<file path="config.mk">
export PLATFORM = sky130hd
export DESIGN_NAME = period_timer_with_pwm_top
export DESIGN_NICKNAME = d
export VERILOG_FILES = /design/src/hdl/ptpwm_pkg.sv /design/src/hdl/ptpwm_cfg_regs.sv /design/src/hdl/ptpwm_core.sv /design/src/hdl/period_timer_with_pwm_top.sv
export SDC_FILE = /design/constraint.sdc
export NUM_CORES = 1
export LEC_CHECK = 0
export ABC_AREA = 1
export BUFFER_PORTS_ARGS = -buffer_cell sky130_fd_sc_hd__buf_2
export CORE_ASPECT_RATIO = 1.2
export CORE_UTILIZATION = 61
export DETAILED_ROUTE_END_ITERATION = 16
export PLACE_DENSITY_LB_ADDON = 0.08
export SETUP_SLACK_MARGIN = 0.05
export SLEW_MARGIN = 25
export SYNTH_ARGS = -nofsm -noshare
export SYNTH_HDL_FRONTEND = slang
export SYNTH_SLANG_ARGS = --single-unit
</file>
<file path="constraint.sdc">
create_clock -name clk_i -period 4.5 [get_ports clk_i]
set_input_delay 0.9 -clock clk_i [delete_from_list [all_inputs] [get_ports clk_i]]
set_output_delay 0.9 -clock clk_i [all_outputs]
set_load 0.02 [all_outputs]
</file>
<file path="src/hdl/ptpwm_pkg.sv">
`timescale 1ns / 1ps

package ptpwm_pkg;

  localparam int unsigned MaxChannels = 3;
  localparam int unsigned CtrlW       = 7;
  localparam int unsigned DataW       = 8;
  localparam int unsigned IdxW        = 3;
  localparam int unsigned PreW        = 5;
  localparam int unsigned PostW       = 4;

  // timer_control bit layout
  localparam int unsigned CtrlPs4Bit  = 0;
  localparam int unsigned CtrlPs16Bit = 1;
  localparam int unsigned CtrlEnBit   = 2;
  localparam int unsigned CtrlPostLsb = 3;
  localparam int unsigned CtrlPostMsb = 6;

  localparam logic [PreW-1:0]  PreLimit16 = PreW'(16);
  localparam logic [PreW-1:0]  PreLimit4  = PreW'(4);
  localparam logic [PreW-1:0]  PreLimit1  = PreW'(1);
  localparam logic [DataW-1:0] PeriodRst  = 8'hFF;

  typedef enum logic [IdxW-1:0] {
    RegCtrl   = 3'd0,
    RegPeriod = 3'd1,
    RegPwmEn  = 3'd2,
    RegDuty1  = 3'd3,
    RegDuty2  = 3'd4,
    RegDuty3  = 3'd5
  } reg_idx_e;

  typedef struct packed {
    logic [CtrlW-1:0]                  ctrl;
    logic [DataW-1:0]                  period;
    logic [MaxChannels-1:0]            pwm_en;
    logic [MaxChannels-1:0][DataW-1:0] duty;
  } cfg_t;

endpackage

</file>
<file path="src/hdl/ptpwm_cfg_regs.sv">
`timescale 1ns / 1ps

module ptpwm_cfg_regs #(
  parameter int unsigned Channels = ptpwm_pkg::MaxChannels
) (
  input  logic                        clk_i,
  input  logic                        rst_ni,
  input  logic                        wr_i,
  input  logic [ptpwm_pkg::IdxW-1:0]  idx_i,
  input  logic [ptpwm_pkg::DataW-1:0] data_i,
  output ptpwm_pkg::cfg_t             cfg_o
);
  import ptpwm_pkg::*;

  logic [CtrlW-1:0]    ctrl_q;
  logic [DataW-1:0]    period_q;
  logic [Channels-1:0] pwm_en_q;
  reg_idx_e            idx;

  assign idx = reg_idx_e'(idx_i);

  always_ff @(posedge clk_i or negedge rst_ni) begin
    if (!rst_ni) begin
      ctrl_q   <= '0;
      period_q <= PeriodRst;
      pwm_en_q <= '0;
    end else if (wr_i) begin
      unique case (idx)
        RegCtrl:   ctrl_q   <= data_i[CtrlW-1:0];
        RegPeriod: period_q <= data_i;
        RegPwmEn:  pwm_en_q <= data_i[Channels-1:0];
        default:   ;
      endcase
    end
  end

  assign cfg_o.ctrl   = ctrl_q;
  assign cfg_o.period = period_q;

  for (genvar k = 0; k < MaxChannels; k++) begin : g_chan
    if (k < Channels) begin : g_on
      logic [DataW-1:0] duty_q;
      always_ff @(posedge clk_i or negedge rst_ni) begin
        if (!rst_ni) begin
          duty_q <= '0;
        end else if (wr_i && (idx_i == IdxW'(RegDuty1) + IdxW'(k))) begin
          duty_q <= data_i;
        end
      end
      assign cfg_o.duty[k]   = duty_q;
      assign cfg_o.pwm_en[k] = pwm_en_q[k];
    end else begin : g_off
      assign cfg_o.duty[k]   = '0;
      assign cfg_o.pwm_en[k] = 1'b0;
    end
  end

endmodule

</file>
<file path="src/hdl/ptpwm_core.sv">
`timescale 1ns / 1ps

module ptpwm_core #(
  parameter int unsigned Channels = ptpwm_pkg::MaxChannels
) (
  input  logic                              clk_i,
  input  logic                              rst_ni,
  input  logic                              step_i,
  input  logic                              tick_i,
  input  ptpwm_pkg::cfg_t                   cfg_i,
  output logic [ptpwm_pkg::DataW-1:0]       timer_value_o,
  output logic                              period_event_o,
  output logic [ptpwm_pkg::MaxChannels-1:0] pwm_pins_o
);
  import ptpwm_pkg::*;

  logic [DataW-1:0]                count_q, count_d, cnt_inc;
  logic [PreW-1:0]                 pre_q, pre_d, pre_inc, limit;
  logic [PostW-1:0]                post_q, post_d;
  logic [PostW:0]                  post_inc, post_limit;
  logic [Channels-1:0][DataW-1:0]  latch_q, latch_d;
  logic [Channels-1:0]             pin_q, pin_d;
  logic                            en, fire, match, expire;
  logic [MaxChannels-1:0]          pins_full;

  logic [DataW-1:0]       res_value_q;
  logic                   res_event_q;
  logic [MaxChannels-1:0] res_pins_q;

  always_comb begin
    en = tick_i & cfg_i.ctrl[CtrlEnBit];
    if (cfg_i.ctrl[CtrlPs16Bit]) begin
      limit = PreLimit16;
    end else if (cfg_i.ctrl[CtrlPs4Bit]) begin
      limit = PreLimit4;
    end else begin
      limit = PreLimit1;
    end
    pre_inc    = pre_q + PreW'(1);
    fire       = en && (pre_inc >= limit);
    cnt_inc    = count_q + DataW'(1);
    match      = fire && (cnt_inc == cfg_i.period);
    post_inc   = {1'b0, post_q} + (PostW+1)'(1);
    post_limit = {1'b0, cfg_i.ctrl[CtrlPostMsb:CtrlPostLsb]} + (PostW+1)'(1);
    expire     = match && (post_inc >= post_limit);

    pre_d   = pre_q;
    count_d = count_q;
    post_d  = post_q;
    latch_d = latch_q;
    pin_d   = pin_q;

    if (en) begin
      pre_d = fire ? '0 : pre_inc;
    end
    if (fire) begin
      count_d = match ? '0 : cnt_inc;
    end
    if (match) begin
      post_d = expire ? '0 : post_inc[PostW-1:0];
    end
    // Set at the match first, then compare against the new count.
    for (int i = 0; i < Channels; i++) begin
      if (match && cfg_i.pwm_en[i]) begin
        latch_d[i] = cfg_i.duty[i];
        pin_d[i]   = 1'b1;
      end
      if (en && cfg_i.pwm_en[i] && (count_d >= latch_d[i])) begin
        pin_d[i] = 1'b0;
      end
    end
  end

  for (genvar k = 0; k < MaxChannels; k++) begin : g_pins
    if (k < Channels) begin : g_on
      assign pins_full[k] = pin_d[k];
    end else begin : g_off
      assign pins_full[k] = 1'b0;
    end
  end

  always_ff @(posedge clk_i or negedge rst_ni) begin
    if (!rst_ni) begin
      count_q <= '0;
      pre_q   <= '0;
      post_q  <= '0;
      latch_q <= '0;
      pin_q   <= '0;
    end else if (step_i) begin
      count_q <= count_d;
      pre_q   <= pre_d;
      post_q  <= post_d;
      latch_q <= latch_d;
      pin_q   <= pin_d;
    end
  end

  always_ff @(posedge clk_i) begin
    if (step_i) begin
      res_value_q <= count_d;
      res_event_q <= expire;
      res_pins_q  <= pins_full;
    end
  end

  assign timer_value_o  = res_value_q;
  assign period_event_o = res_event_q;
  assign pwm_pins_o     = res_pins_q;

endmodule

</file>
<file path="src/hdl/period_timer_with_pwm_top.sv">
`timescale 1ns / 1ps

// Period timer with prescaler, postscaler and up to three PWM channels.
//
// Input channel (in_valid_i / in_ready_o / tick_i): one transaction per
// instruction-cycle slot; tick_i = 1 lets a timer tick elapse, tick_i = 0
// leaves all state alone but still yields a result.
// Output channel (out_valid_o / out_ready_i): exactly one result transaction
// per input transaction, in order: timer count after the tick, a period
// event flag set when the postscaler expires, and the PWM pin levels.
// Configuration channel (cfg_valid_i / cfg_ready_o): register index and data;
// always ready. Write only while the block is idle.
//
// From input acceptance to out_valid_o a transaction passes one input
// register, then the timer update that lands in the result register.
// Throughput is one transaction per cycle while out_ready_i holds; the
// timer state loop is a single 8-bit increment and compare per cycle.
// A stalled receiver holds the result register; the input register still
// takes one more transaction, after which in_ready_o drops until the
// output drains. Reset clears the timer, prescaler, postscaler, latched
// duties, pins, the configuration registers (period resets to 255) and
// both valid flags.
module period_timer_with_pwm_top #(
  parameter int unsigned Channels = ptpwm_pkg::MaxChannels
) (
  input  logic                              clk_i,
  input  logic                              rst_ni,
  input  logic                              in_valid_i,
  output logic                              in_ready_o,
  input  logic                              tick_i,
  output logic                              out_valid_o,
  input  logic                              out_ready_i,
  output logic [ptpwm_pkg::DataW-1:0]       timer_value_o,
  output logic                              period_event_o,
  output logic [ptpwm_pkg::MaxChannels-1:0] pwm_pins_o,
  input  logic                              cfg_valid_i,
  output logic                              cfg_ready_o,
  input  logic [ptpwm_pkg::IdxW-1:0]        cfg_index_i,
  input  logic [ptpwm_pkg::DataW-1:0]       cfg_data_i
);
  import ptpwm_pkg::*;

  cfg_t cfg;
  logic s1_valid_q, s1_tick_q, out_valid_q;
  logic adv_out, step;

  // Configuration writes never stall.
  assign cfg_ready_o = 1'b1;

  ptpwm_cfg_regs #(
    .Channels(Channels)
  ) u_cfg (
    .clk_i  (clk_i),
    .rst_ni (rst_ni),
    .wr_i   (cfg_valid_i),
    .idx_i  (cfg_index_i),
    .data_i (cfg_data_i),
    .cfg_o  (cfg)
  );

  // Result register can load when empty or being drained this cycle.
  assign adv_out    = !out_valid_q || out_ready_i;
  assign step       = s1_valid_q && adv_out;
  assign in_ready_o = !s1_valid_q || adv_out;

  always_ff @(posedge clk_i or negedge rst_ni) begin
    if (!rst_ni) begin
      s1_valid_q  <= 1'b0;
      out_valid_q <= 1'b0;
    end else begin
      if (in_ready_o) begin
        s1_valid_q <= in_valid_i;
      end
      if (adv_out) begin
        out_valid_q <= s1_valid_q;
      end
    end
  end

  // Hold the tick in the input register until the core takes it.
  always_ff @(posedge clk_i) begin
    if (in_valid_i && in_ready_o) begin
      s1_tick_q <= tick_i;
    end
  end

  ptpwm_core #(
    .Channels(Channels)
  ) u_core (
    .clk_i          (clk_i),
    .rst_ni         (rst_ni),
    .step_i         (step),
    .tick_i         (s1_tick_q),
    .cfg_i          (cfg),
    .timer_value_o  (timer_value_o),
    .period_event_o (period_event_o),
    .pwm_pins_o     (pwm_pins_o)
  );

  assign out_valid_o = out_valid_q;

  // A period event always comes from a match, which returns the count to 0.
  a_event_zero: assert property (@(posedge clk_i) disable iff (!rst_ni)
    (out_valid_o && period_event_o) |-> (timer_value_o == '0))
    else $error("period event with nonzero timer value");

  // Backpressure at the input only when both stages are full and stalled.
  a_stall_cause: assert property (@(posedge clk_i) disable iff (!rst_ni)
    !in_ready_o |-> (s1_valid_q && out_valid_o && !out_ready_i))
    else $error("input stalled without a full, stalled pipeline");

  // A stepped item shows up as a valid result on the next cycle.
  a_step_out: assert property (@(posedge clk_i) disable iff (!rst_ni)
    step |=> out_valid_o)
    else $error("stepped item did not reach the result register");

endmodule

</file>
==> flow_summary.toml <==
[global_route]
grt_max_degree = 65
grt.total_usage_pct = 28.7
gr-total-overflow = 0
grt_pass1_wl_um = 19900
grt_pass1_vias = 3987
antenna_found_initial = 0

[layout]
final_nets = 699
layout_common_cells = "nand2_1 (167), o21ai_0 (81), dfrtp_1 (80), inv_1 (63), ha_1 (33)"
final_common_cell = "nand2_1"
area_delta_synth_final_pct = 8.64
drive_above_1_share_pct = 14.7
antennaDiodeCount = 0
final_area_mm2 = 0.00593

[die]
rows = 37
die_w_um = 88.3
io_pins = 32
design.die.area_mm2 = 0.00933
die_h_um = 106
coreArea_mm2 = 0.00861
initial_core_util_pct = 63.4

[yosys]
synth_cells = 614
syn_area_per_cell_um2 = 8.89
syn-num-nets = 664
synth_top_family_by_area = "simple AND/OR/NAND/NOR gates"
ys_seq_elements = 101
synth_cell_type_count = 40
ys_seq_area_share_pct = 47.7
synth-compound-area-share_pct = 11.1
synthAdderAreaFrac_pct = 7.57
synth.area.mux_share_pct = 3.85
synthXorXnorAreaFrac_pct = 0.963
synth-simple-area-share_pct = 22.8
yosysWarningCount = 0
syn-cell-area_mm2 = 0.00546

[routing]
drcViolationCount = 0
via_per_inst = 5.54
routed-via-count = 4272
wirelength_um = 12000
first_iter_violations = 258
ant_nets = 0
first_pass_iters = 5
avgRoutedWirePerCell_um = 15.6

[timing]
finClkSkew_ns = 0.0120
post-route-period-util_pct = 84.6
hold_violations = 0
rsz0062_at_grt = "no"
timing.setup.tns_ns = 0
finalCriticalPeriod_ns = 3.81
fmax_ghz = 0.263
max_slew_margin_pct = 34.0
slew_violations = 0
tightestPinTransition_ns = 0.988
setup_viol = 0

[pwr]
ir_worst_vdd_uv = 246
intPower_w = 0.00176
p_per_area_mw_per_mm2 = 489
power_frac_seq_pct = 42.2
p_clk_share_pct = 19.7
p_sw_share_pct = 39.4
p_comb_share_pct = 38.1
power_leakage_nw = 3.04
netSwitchingPower_w = 0.00114

[critical_path]
critPathLaunchType = "flop"
cp_num_buf_inv = 2
critical_path_class = "reg -> reg"
crit_path_end_kind = "flop"
crit_chain = "ha_1 > xor2_1 > ha_1 > nand2_1 > nand3_1 > nand2_1 > nand2_1 > nand2_1 > nor2_8 > nand2_1 > clkinv_1 > o22ai_1 > buf_4 > ha_1 > nand2_1 > nor2_1 > a211oi_1 > nand2_1 > a21boi_1"
crit_top_cell = "nand2_1"
crit_fanout = 12
max_stage_delay_ns = 0.45
critPathArrivalTime_ns = 4.03
cp_slowest_cell = "dfrtp_1"
path_delay_family = "simple AND/OR/NAND/NOR gates"
critPathRequiredTime_ns = 4.73

[clock_tree]
max-clock-path-buffers = 2
clk_pin_slew_ns = 0.10
clk_latency_ns = 0.37
h-tree-depth = 3
cts_tree = "built"
cts_resized = 0
holdBufCountCts = 0
cts_root_buffer = "clkbuf_8"
clock-sinks = 101
cts_setup_buffers = 0
numCtsBuffers = 9

[run]
maxCapViolations = 0

[placement]
placedInstanceArea_mm2 = 0.00574
gp_congestion = 0.865
io_buffers = 30
post-dp-hpwl_um = 8580

[outcome]
status = "finished, final reports clean"

[hold_path]
hp-class = "reg -> reg"
power by group through the flow:
stage	Clock (W)	Combinational (W)	Sequential, W
2_1_floorplan	0	0.000766	0.00125
3_3_place_gp	0	0.00107	0.00123
3_5_place_dp	0	0.00110	0.00124
4_1_cts	0.000578	0.00111	0.00122
5_1_grt	0.000617	0.00126	0.00124
6_report	0.000572	0.00110	0.00122
cells in the mapped netlist, drive strengths merged:
cell,n,share of area [%]
o22ai,1,0.11
conb,1,0.069
or2,1,0.11
o21a,1,0.14
nand4,9,1.0
nor4,1,0.11
a21oi,10,0.92
a22oi,2,0.28
nor3,3,0.28
nand2,182,13
clkinv,1,0.069
mux2i,21,3.9
a31oi,2,0.23
ha,33,7.6
edfxtp,13,7.2
nand3,32,4.5
dfstp,8,3.9
xor2,5,0.80
o21ai,83,7.7
a211oi,10,1.4
a21boi,3,0.41
inv,64,4.4
buf,2,0.21
dfrtp,80,37
clkbuf,12,1.2
xnor2,1,0.16
nand3b,1,0.14
nor2,32,3.3
logic make-up after synthesis:
family          after synthesis
simple gates                261
compound gates              112
flops                       101
buf+inv                      79
fa+ha+maj                    33
mux                          21
xor+xnor                      6
other cells                   1
worst min-delay path: stages (launching register included):
cell and delay, ns:
dfrtp_1 0.35, nand2_1 0.05, o21ai_0 0.06
stage by stage:
stage,total power (W),util [%],setup WS [ns],hold WS [ns],instances
2_1_floorplan,0.00201,-,1.23,0.449,614
3_3_place_gp,0.00230,66.7,0.905,0.463,755
3_5_place_dp,0.00234,66.7,0.762,0.469,755
4_1_cts,0.00291,68.9,0.732,0.496,771
5_1_grt,0.00312,68.9,0.420,0.516,771
6_report,0.00290,68.9,0.694,0.493,771
per-layer routing:
layer	share of wire, %	GRT usage, %	vias up
li1	-	-	2107
met1	45	40.0	2048
met2	49	45.7	101
met3	4.4	4.86	16
met4	2.0	8.76	0
met5	0	0	-
layout make-up:
type	instances	area [um2]
clock buffer	10	128
clock inverter	6	61.3
fill	716	2680
inverter	65	246
multi-input combinational	434	2530
sequential	101	2600
tap	117	146
timing repair buffer	38	213
final timing paths:
kind / startpoint / endpoint / slack, ns / cells past startpoint
hold reg to reg: u_cfg.g_chan[0].g_on.duty_q[3] / u_cfg.g_chan[0].g_on.duty_q[3] / 0.49 / 2
hold / removal: u_cfg.g_chan[0].g_on.duty_q[3] / u_cfg.g_chan[0].g_on.duty_q[3] / 0.49 / 2
max in group asynchronous: rst_ni / u_cfg.period_q[6] / 3.02 / 2
setup reg to reg: u_core.pre_q[0] / u_core.pwm_pins_o[2] / 0.69 / 19
min in group asynchronous: rst_ni / u_core.count_q[2] / 0.60 / 1
setup / recovery: u_core.pre_q[0] / u_core.pwm_pins_o[2] / 0.69 / 19
flip-flops by register name, indices dropped and copies added, names as in the netlist, 4 cells and up:
name                      count
u_cfg.ctrl_q                  7
u_cfg.g_chan.g_on.duty_q     24
u_cfg.period_q                8
u_core.count_q                8
u_core.latch_q               24
u_core.post_q                 4
u_core.pre_q                  5
u_core.timer_value_o          8
Power figures use the tool's default switching activity.
